==> src/rtl/fvfs_pkg.sv <==
package fvfs_pkg;

   // Node table geometry and field widths
   localparam int NODE_COUNT = 1024;
   localparam int NODE_AW    = $clog2(NODE_COUNT);
   localparam int NODE_W     = 10;
   localparam int KIND_W     = 3;
   localparam int VAL_W      = 3;
   localparam int PIV_W      = 2;

   // Configuration port
   localparam int CSR_AW = 3;
   localparam int CSR_DW = 32;
   localparam logic CSR_IDX_FAULT_NODE  = 1'b0;
   localparam logic CSR_IDX_STUCK_VALUE = 1'b1;

   typedef logic [VAL_W-1:0] val_type;

   // Five-valued codes
   localparam val_type V_ZERO = 3'd0;
   localparam val_type V_ONE  = 3'd1;
   localparam val_type V_X    = 3'd2;
   localparam val_type V_D    = 3'd3;
   localparam val_type V_DB   = 3'd4;

   localparam logic [PIV_W-1:0] PIV_X = 2'd2;
   localparam logic [PIV_W-1:0] PIV_UNUSED = 2'd3;

   typedef enum logic [KIND_W-1:0] {
      KIND_INPUT  = 3'd0,
      KIND_BUFFER = 3'd1,
      KIND_NOT    = 3'd2,
      KIND_AND    = 3'd3,
      KIND_NAND   = 3'd4,
      KIND_OR     = 3'd5,
      KIND_NOR    = 3'd6
   } gate_kind_type;

   // Write request into the node value table
   typedef struct packed {
      logic               en;
      logic [NODE_AW-1:0] addr;
      val_type            data;
   } table_wr_type;

   localparam val_type AND_TAB [0:4][0:4] = '{
      '{V_ZERO, V_ZERO, V_ZERO, V_ZERO, V_ZERO},
      '{V_ZERO, V_ONE,  V_X,    V_D,    V_DB  },
      '{V_ZERO, V_X,    V_X,    V_X,    V_X   },
      '{V_ZERO, V_D,    V_X,    V_D,    V_ZERO},
      '{V_ZERO, V_DB,   V_X,    V_ZERO, V_DB  }
   };

   localparam val_type OR_TAB [0:4][0:4] = '{
      '{V_ZERO, V_ONE,  V_X,    V_D,    V_DB  },
      '{V_ONE,  V_ONE,  V_ONE,  V_ONE,  V_ONE },
      '{V_X,    V_ONE,  V_X,    V_X,    V_X   },
      '{V_D,    V_ONE,  V_X,    V_D,    V_ONE },
      '{V_DB,   V_ONE,  V_X,    V_ONE,  V_DB  }
   };

   localparam val_type INV_TAB [0:4] = '{V_ONE, V_ZERO, V_X, V_DB, V_D};

   // Map codes above Db to X
   function automatic val_type clamp_val(input val_type v);
      return (v > V_DB) ? V_X : v;
   endfunction

   function automatic val_type and_val(input val_type a, input val_type b);
      return AND_TAB[clamp_val(a)][clamp_val(b)];
   endfunction

   function automatic val_type or_val(input val_type a, input val_type b);
      return OR_TAB[clamp_val(a)][clamp_val(b)];
   endfunction

   function automatic val_type inv_val(input val_type a);
      return INV_TAB[clamp_val(a)];
   endfunction

endpackage

==> src/rtl/five_valued_fault_simulator.sv <==
// Channel | Direction | Word contents
// req_    | in        | tdata: node, fanin, first_fanin, pi_value, is_output; tuser: gate_kind;
//         |           | tlast: last_fanin
// rsp_    | out       | tdata: out_node, value, detected (one per last_fanin of a known kind)
// csr_    | in/out    | reg 0 fault_node at 0x0, reg 1 stuck_value at 0x4
//
// Two stages: the accept edge issues the node table read at the fanin and loads
// stage two, which folds the read value and writes the node back on its last fanin.
// One word per cycle sustained while rsp_ is not stalled; the table's single write/read
// port pair sets it, and a write that collides with the following read is forwarded.
// A stalled rsp_ output register holds stage two only for a word marked last_fanin.
// Reset is synchronous; the node table is not cleared and must be written before read.
module five_valued_fault_simulator
   import fvfs_pkg::*;
(
   input  logic              clock,
   input  logic              reset,
   // node [9:0], fanin [19:10], first_fanin [20], pi_value [22:21], is_output [23]
   input  logic [23:0]       req_tdata,
   // gate_kind [2:0]
   input  logic [2:0]        req_tuser,
   input  logic              req_tlast,
   input  logic              req_tvalid,
   output logic              req_tready,
   // out_node [9:0], value [12:10], detected [13], zero [15:14]
   output logic [15:0]       rsp_tdata,
   output logic              rsp_tvalid,
   input  logic              rsp_tready,
   input  logic              csr_psel,
   input  logic              csr_penable,
   input  logic              csr_pwrite,
   input  logic [CSR_AW-1:0] csr_paddr,
   input  logic [CSR_DW-1:0] csr_pwdata,
   output logic [CSR_DW-1:0] csr_prdata,
   output logic              csr_pready
);

   // Configuration registers
   logic [NODE_W-1:0] fault_node_ff;
   logic              stuck_value_ff;
   logic              csr_write;

   // Stage two registers
   logic              s1_valid_ff;
   logic [NODE_W-1:0] s1_node_ff;
   logic [KIND_W-1:0] s1_kind_ff;
   logic              s1_first_ff;
   logic              s1_last_ff;
   logic [PIV_W-1:0]  s1_piv_ff;
   logic              s1_is_out_ff;

   logic              req_accept;
   logic              out_free;
   logic              proc;
   logic              kind_ok;
   logic              rsp_load;

   val_type           fold_value_ff;
   val_type           fold_value_in;
   val_type           res;
   val_type           tbl_value;
   table_wr_type      tbl_wr;

   logic              rsp_valid_ff;
   logic              rsp_valid_in;
   logic [NODE_W-1:0] rsp_node_ff;
   val_type           rsp_value_ff;
   logic              rsp_detected_ff;

   // Configuration port
   assign csr_pready = 1'b1;
   assign csr_write  = csr_psel && csr_penable && csr_pwrite && csr_pready;

   always_ff @(posedge clock) begin
      if (reset) begin
         fault_node_ff  <= '0;
         stuck_value_ff <= 1'b0;
      end else if (csr_write) begin
         unique case (csr_paddr[2])
            CSR_IDX_FAULT_NODE:  fault_node_ff  <= csr_pwdata[NODE_W-1:0];
            CSR_IDX_STUCK_VALUE: stuck_value_ff <= csr_pwdata[0];
         endcase
      end
   end

   always_comb begin
      unique case (csr_paddr[2])
         CSR_IDX_FAULT_NODE:  csr_prdata = {{(CSR_DW-NODE_W){1'b0}}, fault_node_ff};
         CSR_IDX_STUCK_VALUE: csr_prdata = {{(CSR_DW-1){1'b0}}, stuck_value_ff};
      endcase
   end

   // Flow control: stage two moves unless its result has nowhere to go
   assign out_free   = !rsp_valid_ff || rsp_tready;
   assign proc       = s1_valid_ff && (!s1_last_ff || out_free);
   assign req_tready = !s1_valid_ff || proc;
   assign req_accept = req_tvalid && req_tready;

   always_ff @(posedge clock) begin
      if (reset) begin
         s1_valid_ff <= 1'b0;
      end else if (req_tready) begin
         s1_valid_ff <= req_tvalid;
      end
   end

   always_ff @(posedge clock) begin
      if (req_accept) begin
         s1_node_ff   <= req_tdata[9:0];
         s1_kind_ff   <= req_tuser;
         s1_first_ff  <= req_tdata[20];
         s1_last_ff   <= req_tlast;
         s1_piv_ff    <= req_tdata[22:21];
         s1_is_out_ff <= req_tdata[23];
      end
   end

   fvfs_value_table u_table (
      .clock    (clock),
      .reset    (reset),
      .rd_en    (req_accept),
      .rd_addr  (req_tdata[10 +: NODE_AW]),
      .wr       (tbl_wr),
      .rd_value (tbl_value)
   );

   // Fold the fanin value and finish the node on its last fanin
   always_comb begin
      fold_value_in = clamp_val(fold_value_ff);
      kind_ok       = 1'b1;
      unique case (s1_kind_ff)
         KIND_INPUT: begin
            fold_value_in = (s1_piv_ff == PIV_UNUSED) ? V_X : val_type'(s1_piv_ff);
         end
         KIND_BUFFER: begin
            if (s1_first_ff) fold_value_in = clamp_val(tbl_value);
         end
         KIND_NOT: begin
            if (s1_first_ff) fold_value_in = inv_val(tbl_value);
         end
         KIND_AND, KIND_NAND: begin
            fold_value_in = and_val(s1_first_ff ? V_ONE : fold_value_ff, tbl_value);
         end
         KIND_OR, KIND_NOR: begin
            fold_value_in = or_val(s1_first_ff ? V_ZERO : fold_value_ff, tbl_value);
         end
         default: begin
            kind_ok = 1'b0;
         end
      endcase

      res = fold_value_in;
      if ((s1_kind_ff == KIND_NAND) || (s1_kind_ff == KIND_NOR)) begin
         res = inv_val(fold_value_in);
      end
      if (s1_node_ff == fault_node_ff) begin
         if (!stuck_value_ff && (res == V_ONE)) begin
            res = V_D;
         end else if (stuck_value_ff && (res == V_ZERO)) begin
            res = V_DB;
         end
      end
   end

   assign rsp_load    = proc && kind_ok && s1_last_ff;
   assign tbl_wr.en   = rsp_load;
   assign tbl_wr.addr = s1_node_ff[NODE_AW-1:0];
   assign tbl_wr.data = res;

   // Advance the running fold
   always_ff @(posedge clock) begin
      if (reset) begin
         fold_value_ff <= V_ZERO;
      end else if (proc && kind_ok) begin
         fold_value_ff <= fold_value_in;
      end
   end

   // Output register
   assign rsp_valid_in = rsp_load || (rsp_valid_ff && !rsp_tready);

   always_ff @(posedge clock) begin
      if (reset) begin
         rsp_valid_ff <= 1'b0;
      end else begin
         rsp_valid_ff <= rsp_valid_in;
      end
   end

   always_ff @(posedge clock) begin
      if (rsp_load) begin
         rsp_node_ff     <= s1_node_ff;
         rsp_value_ff    <= res;
         rsp_detected_ff <= s1_is_out_ff && ((res == V_D) || (res == V_DB));
      end
   end

   assign rsp_tvalid = rsp_valid_ff;
   assign rsp_tdata  = {2'b00, rsp_detected_ff, rsp_value_ff, rsp_node_ff};

   // Detection only on a D or Db value
   assert property (@(posedge clock) disable iff (reset)
      (rsp_valid_ff && rsp_detected_ff) |-> ((rsp_value_ff == V_D) || (rsp_value_ff == V_DB)))
      else $error("detected flag without D or Db");

   // A result is never loaded over a word still waiting
   assert property (@(posedge clock) disable iff (reset)
      rsp_load |-> out_free)
      else $error("result loaded over a pending word");

   // The running fold stays within the legal codes
   assert property (@(posedge clock) disable iff (reset)
      fold_value_ff <= V_DB)
      else $error("fold value code out of range");

   // A loaded result appears on the port in the next cycle
   assert property (@(posedge clock) disable iff (reset)
      rsp_load |=> rsp_valid_ff)
      else $error("loaded result not presented");

endmodule

==> src/rtl/fvfs_value_table.sv <==
module fvfs_value_table
   import fvfs_pkg::*;
(
   input  logic               clock,
   input  logic               reset,
   input  logic               rd_en,
   input  logic [NODE_AW-1:0] rd_addr,
   input  table_wr_type       wr,
   output val_type            rd_value
);

   val_type            mem [NODE_COUNT];
   val_type            rd_data_ff;
   logic [NODE_AW-1:0] rd_addr_ff;
   logic               fwd_valid_ff;
   logic [NODE_AW-1:0] fwd_addr_ff;
   val_type            fwd_data_ff;

   // Write port and registered read port (read returns the old entry)
   always_ff @(posedge clock) begin
      if (wr.en) begin
         mem[wr.addr] <= wr.data;
      end
      if (rd_en) begin
         rd_data_ff <= mem[rd_addr];
         rd_addr_ff <= rd_addr;
      end
   end

   // Capture the write that lands on the same edge as the read
   always_ff @(posedge clock) begin
      if (reset) begin
         fwd_valid_ff <= 1'b0;
      end else if (rd_en) begin
         fwd_valid_ff <= wr.en;
      end
   end

   always_ff @(posedge clock) begin
      if (rd_en) begin
         fwd_addr_ff <= wr.addr;
         fwd_data_ff <= wr.data;
      end
   end

   // Forward the colliding write over the stale read data
   assign rd_value = (fwd_valid_ff && (fwd_addr_ff == rd_addr_ff)) ? fwd_data_ff : rd_data_ff;

   // A forwarded entry always carries a legal code
   assert property (@(posedge clock) disable iff (reset)
      fwd_valid_ff |-> (fwd_data_ff <= V_DB))
      else $error("forwarded value code out of range");

endmodule

==> config.mk <==
export PLATFORM = sky130hd
export DESIGN_NAME = five_valued_fault_simulator
export DESIGN_NICKNAME = d
export VERILOG_FILES = /design/src/rtl/fvfs_pkg.sv /design/src/rtl/five_valued_fault_simulator.sv /design/src/rtl/fvfs_value_table.sv
export SDC_FILE = /design/constraint.sdc
export NUM_CORES = 2
export LEC_CHECK = 0
export BUFFER_PORTS_ARGS = -buffer_cell sky130_fd_sc_hd__buf_4
export CORE_UTILIZATION = 30
export DETAILED_ROUTE_END_ITERATION = 6
export REMOVE_ABC_BUFFERS = 1
export SLEW_MARGIN = 20
export SYNTH_ARGS = -nofsm -noshare
export SYNTH_HDL_FRONTEND = slang
export SYNTH_SLANG_ARGS = --single-unit
==> constraint.sdc <==
create_clock -name clock -period 49.6 [get_ports clock]
set_clock_uncertainty 0.05 [all_clocks]
set_input_delay 4.96 -clock clock [delete_from_list [all_inputs] [get_ports clock]]
set_output_delay 4.96 -clock clock [all_outputs]
set_load 0.005 [all_outputs]
==> metrics.json <==
{
  "run_status": {"value": "completed"},
  "ctsLongestPathBuffers": {"value": 4},
  "drive_above_1_share": {"value": 0.2615},
  "drv_cap": {"value": 0},
  "detailedPlacementHpwl": {"value": 169.8, "unit": "mm"},
  "nFillCells": {"value": 38190},
  "timing.final.ws_setup": {"value": 38970, "unit": "ps"},
  "grt_pass1_wl": {"value": 441.4, "unit": "mm"},
  "remaining_drc_errors": {"value": 0},
  "design.final.nets": {"value": 6275},
  "timing.setup.critical_path_class": {"value": "input pin to output port"},
  "syn_area_per_cell": {"value": 20.45, "unit": "um2"},
  "overflow": {"value": 0},
  "tritoncts.num_buffers": {"value": 333},
  "cts_post_setup_buffers_inserted": {"value": 0},
  "wl_per_cell": {"value": 25.61, "unit": "um"},
  "tritoncts_num_sinks": {"value": 3147},
  "rows": {"value": 236},
  "rsz0062_at_grt": {"value": "no"},
  "ys_seq_area_frac": {"value": 0.7550},
  "design_area": {"value": 0.1424, "unit": "mm2"},
  "post_synth_instance_area": {"value": 0.1249, "unit": "mm2"},
  "num_io_pins": {"value": 121},
  "ctsRootBufferMaster": {"value": "sky130_fd_sc_hd__clkbuf_16"},
  "holdBufCountCts": {"value": 0},
  "drt_pass1_iterations": {"value": 6},
  "most_common_cell_after_layout_fill_and_taps_aside": {"value": "sky130_fd_sc_hd__edfxtp_1"},
  "critical_path_required": {"value": 44590, "unit": "ps"},
  "cts_htree_levels": {"value": 5},
  "most-common-layout-cells": {"value": "sky130_fd_sc_hd__edfxtp_1 (3130), sky130_fd_sc_hd__nor2_1 (1047), sky130_fd_sc_hd__mux4_2 (960)"},
  "drtIter0Drc": {"value": 7501},
  "start_util": {"value": 0.3018},
  "vias_in_the_first_global_route": {"value": 62580},
  "placed_area": {"value": 0.1320, "unit": "mm2"},
  "critPathArrivalTime": {"value": 5620, "unit": "ps"},
  "synth_async_sr_flop_share": {"value": 0},
  "grt_antenna_before_repair": {"value": 19},
  "crit_path_max_fanout": {"value": 13},
  "timing_worst_slew_pin_value": {"value": 1172, "unit": "ps"},
  "number_of_synthesis_warnings": {"value": 0},
  "whs_endpoint": {"value": "fault_node_ff[2]"},
  "design.core.area": {"value": 0.4140, "unit": "mm2"},
  "fmax": {"value": 94.08, "unit": "MHz"},
  "die_span_y": {"value": 647.4, "unit": "um"},
  "power.density": {"value": 40.37, "unit": "mW/mm2"},
  "hp-class": {"value": "flip-flop to flip-flop"},
  "multiInputGateArea": {"value": 0.02896, "unit": "mm2"},
  "synth_seq_cells": {"value": 3147},
  "cts_tree": {"value": "built"},
  "numPortBuffers": {"value": 71},
  "synth.distinct_cells": {"value": 59},
  "gpl.final_weighted_congestion": {"value": 0.7880},
  "chip_width": {"value": 647.4, "unit": "um"},
  "vdd_drop_max": {"value": 0.00003146, "unit": "V"},
  "setup-violations-final": {"value": 0},
  "regArea": {"value": 0.09433, "unit": "mm2"},
  "fin_crit": {"value": 10630, "unit": "ps"},
  "totalWireLength": {"value": 305.1, "unit": "mm"},
  "routed_via_density": {"value": 5.110},
  "cts-resized-gates": {"value": 0},
  "detailroute.via_count": {"value": 60890},
  "final_min_period_over_clock_period": {"value": 0.2143},
  "total_leakage_power": {"value": 43.24, "unit": "nW"},
  "area_growth": {"value": 13.95, "unit": "%"},
  "min-delay-start": {"value": "fault_node_ff[2]"},
  "fin_tns_setup": {"value": 0, "unit": "ps"},
  "synthFlopType": {"value": "sky130_fd_sc_hd__edfxtp_1"},
  "fin_total_pwr": {"value": 5.747, "unit": "mW"},
  "worst_skew_late_latency": {"value": 970, "unit": "ps"},
  "endpoint_kind": {"value": "output port"},
  "route.antenna.remaining_nets": {"value": 0},
  "floorplan.die_area": {"value": 0.4191, "unit": "mm2"},
  "synthesis.instances": {"value": 6110},
  "synth_enable_flop_cells": {"value": 3130},
  "groute.usage.overall": {"value": 0.1429},
  "timing.reg2reg.setup_slack": {"value": 42300, "unit": "ps"},
  "hold_violations": {"value": 0},
  "clk_transition_reported_paths": {"value": 60, "unit": "ps"},
  "holdPathStages": {"value": 2},
  "regToRegEndpoint": {"value": "u_table.mem[444][1]"},
  "grt_start_max_net_pins": {"value": 233},
  "slew_hr": {"value": 0.2187},
  "timing.rr.start": {"value": "u_table.rd_addr_ff[6]"},
  "setup.worst_path.start_class": {"value": "input pin"},
  "worst-r2r-cell-count": {"value": 13},
  "pre_cts_slack": {"value": 38000, "unit": "ps"},
  "timing_max_transition_violations_final": {"value": 0},
  "finalCoreUtilization": {"value": 0.3439}
}
==> layer usage <==
layer  track usage  part of all wire
met5             0          0.000036
met4       0.03455             0.020
met3       0.02581             0.083
met2        0.2337              0.49
met1        0.1976              0.41
==> report_power, final <==
group	leakage, nW	internal (mW)	switching, mW
combinational	9.28	0.104	0.236
clock	5.01	1.40	0.983
sequential	29.0	3.02	0.00408
total	43.2	4.52	1.22
==> flip-flops by register name (all words and copies together), names as in the netlist, 2 cells and up <==
register             cells
u_table.mem           3072
fault_node_ff           10
rsp_node_ff             10
s1_node_ff              10
u_table.fwd_addr_ff     10
u_table.rd_addr_ff      10
fold_value_ff            3
rsp_value_ff             3
s1_kind_ff               3
u_table.fwd_data_ff      3
u_table.rd_data_ff       3
s1_piv_ff                2
==> synth_stat cells (all sizes together) (10+ instances only) <==
master,n,share of area
xor2,10,0.00070
buf,128,0.0057
edfxtp,3130,0.75
dfxtp,17,0.0027
a22oi,60,0.0036
nand2,137,0.0041
nand3,15,0.00060
o21ai,12,0.00048
a22o,27,0.0019
xnor2,13,0.00091
mux2i,11,0.00088
a21oi,22,0.00088
o221ai,10,0.00070
a221oi,25,0.0018
nor2b,21,0.0011
nor2,1050,0.032
mux4,960,0.17
clkbuf,353,0.011
==> layout make-up <==
type | instances | share of cell area
timing repair buffer | 218 | 0.01338
multi-input combinational | 2496 | 0.2034
clock inverter | 166 | 0.01067
sequential | 3147 | 0.6626
tap | 5474 | 0.04811
inverter | 9 | 0.0002373
clock buffer | 403 | 0.06157
antenna | 3 | 0.00005273
==> worst max-delay path by stage <==
stage                          startpoint                     to  depth (start not counted)
detailed placement          req_tdata[10]  u_table.rd_data_ff[0]                         11
global placement            req_tdata[10]  u_table.rd_data_ff[1]                         11
global route                req_tdata[10]  u_table.rd_data_ff[1]                         12
finish                       csr_paddr[2]          csr_prdata[0]                          3
CTS                          csr_paddr[2]          csr_prdata[0]                          3
floorplan           u_table.rd_addr_ff[6]        rsp_value_ff[1]                          9
==> logic make-up (layout without fill, tap and decap cells) <==
kind of cell           count (synthesis)  in the layout  share of synthesized area
AO/OA/AOI/OAI                        195            195                    0.01195
XOR/XNOR                              23             23                   0.001612
buffers and inverters                490            796                    0.01661
flip-flops                          3147           3147                     0.7550
multiplexers                         975            975                     0.1743
other                                  2             28                 0.00006011
AND/OR/NAND/NOR                     1278           1278                    0.04051
==> worst max-delay path, cell delays in order <==
cell and delay (ps):
sky130_fd_sc_hd__buf_4 160, sky130_fd_sc_hd__mux2_2 360, sky130_fd_sc_hd__buf_4 140
==> stage by stage <==
| stage | std cells | hold WS (ps) |
|---|---|---|
| after detailed placement | 11340 | 424.4 |
| after global placement | 11340 | 431.6 |
| after CTS | 11910 | 432.3 |
| final | 11920 | 431.9 |
| after global routing | 11910 | 450.3 |
| after floorplan | 5652 | 400.4 |
No activity file was read; power rests on OpenSTA's default activity.
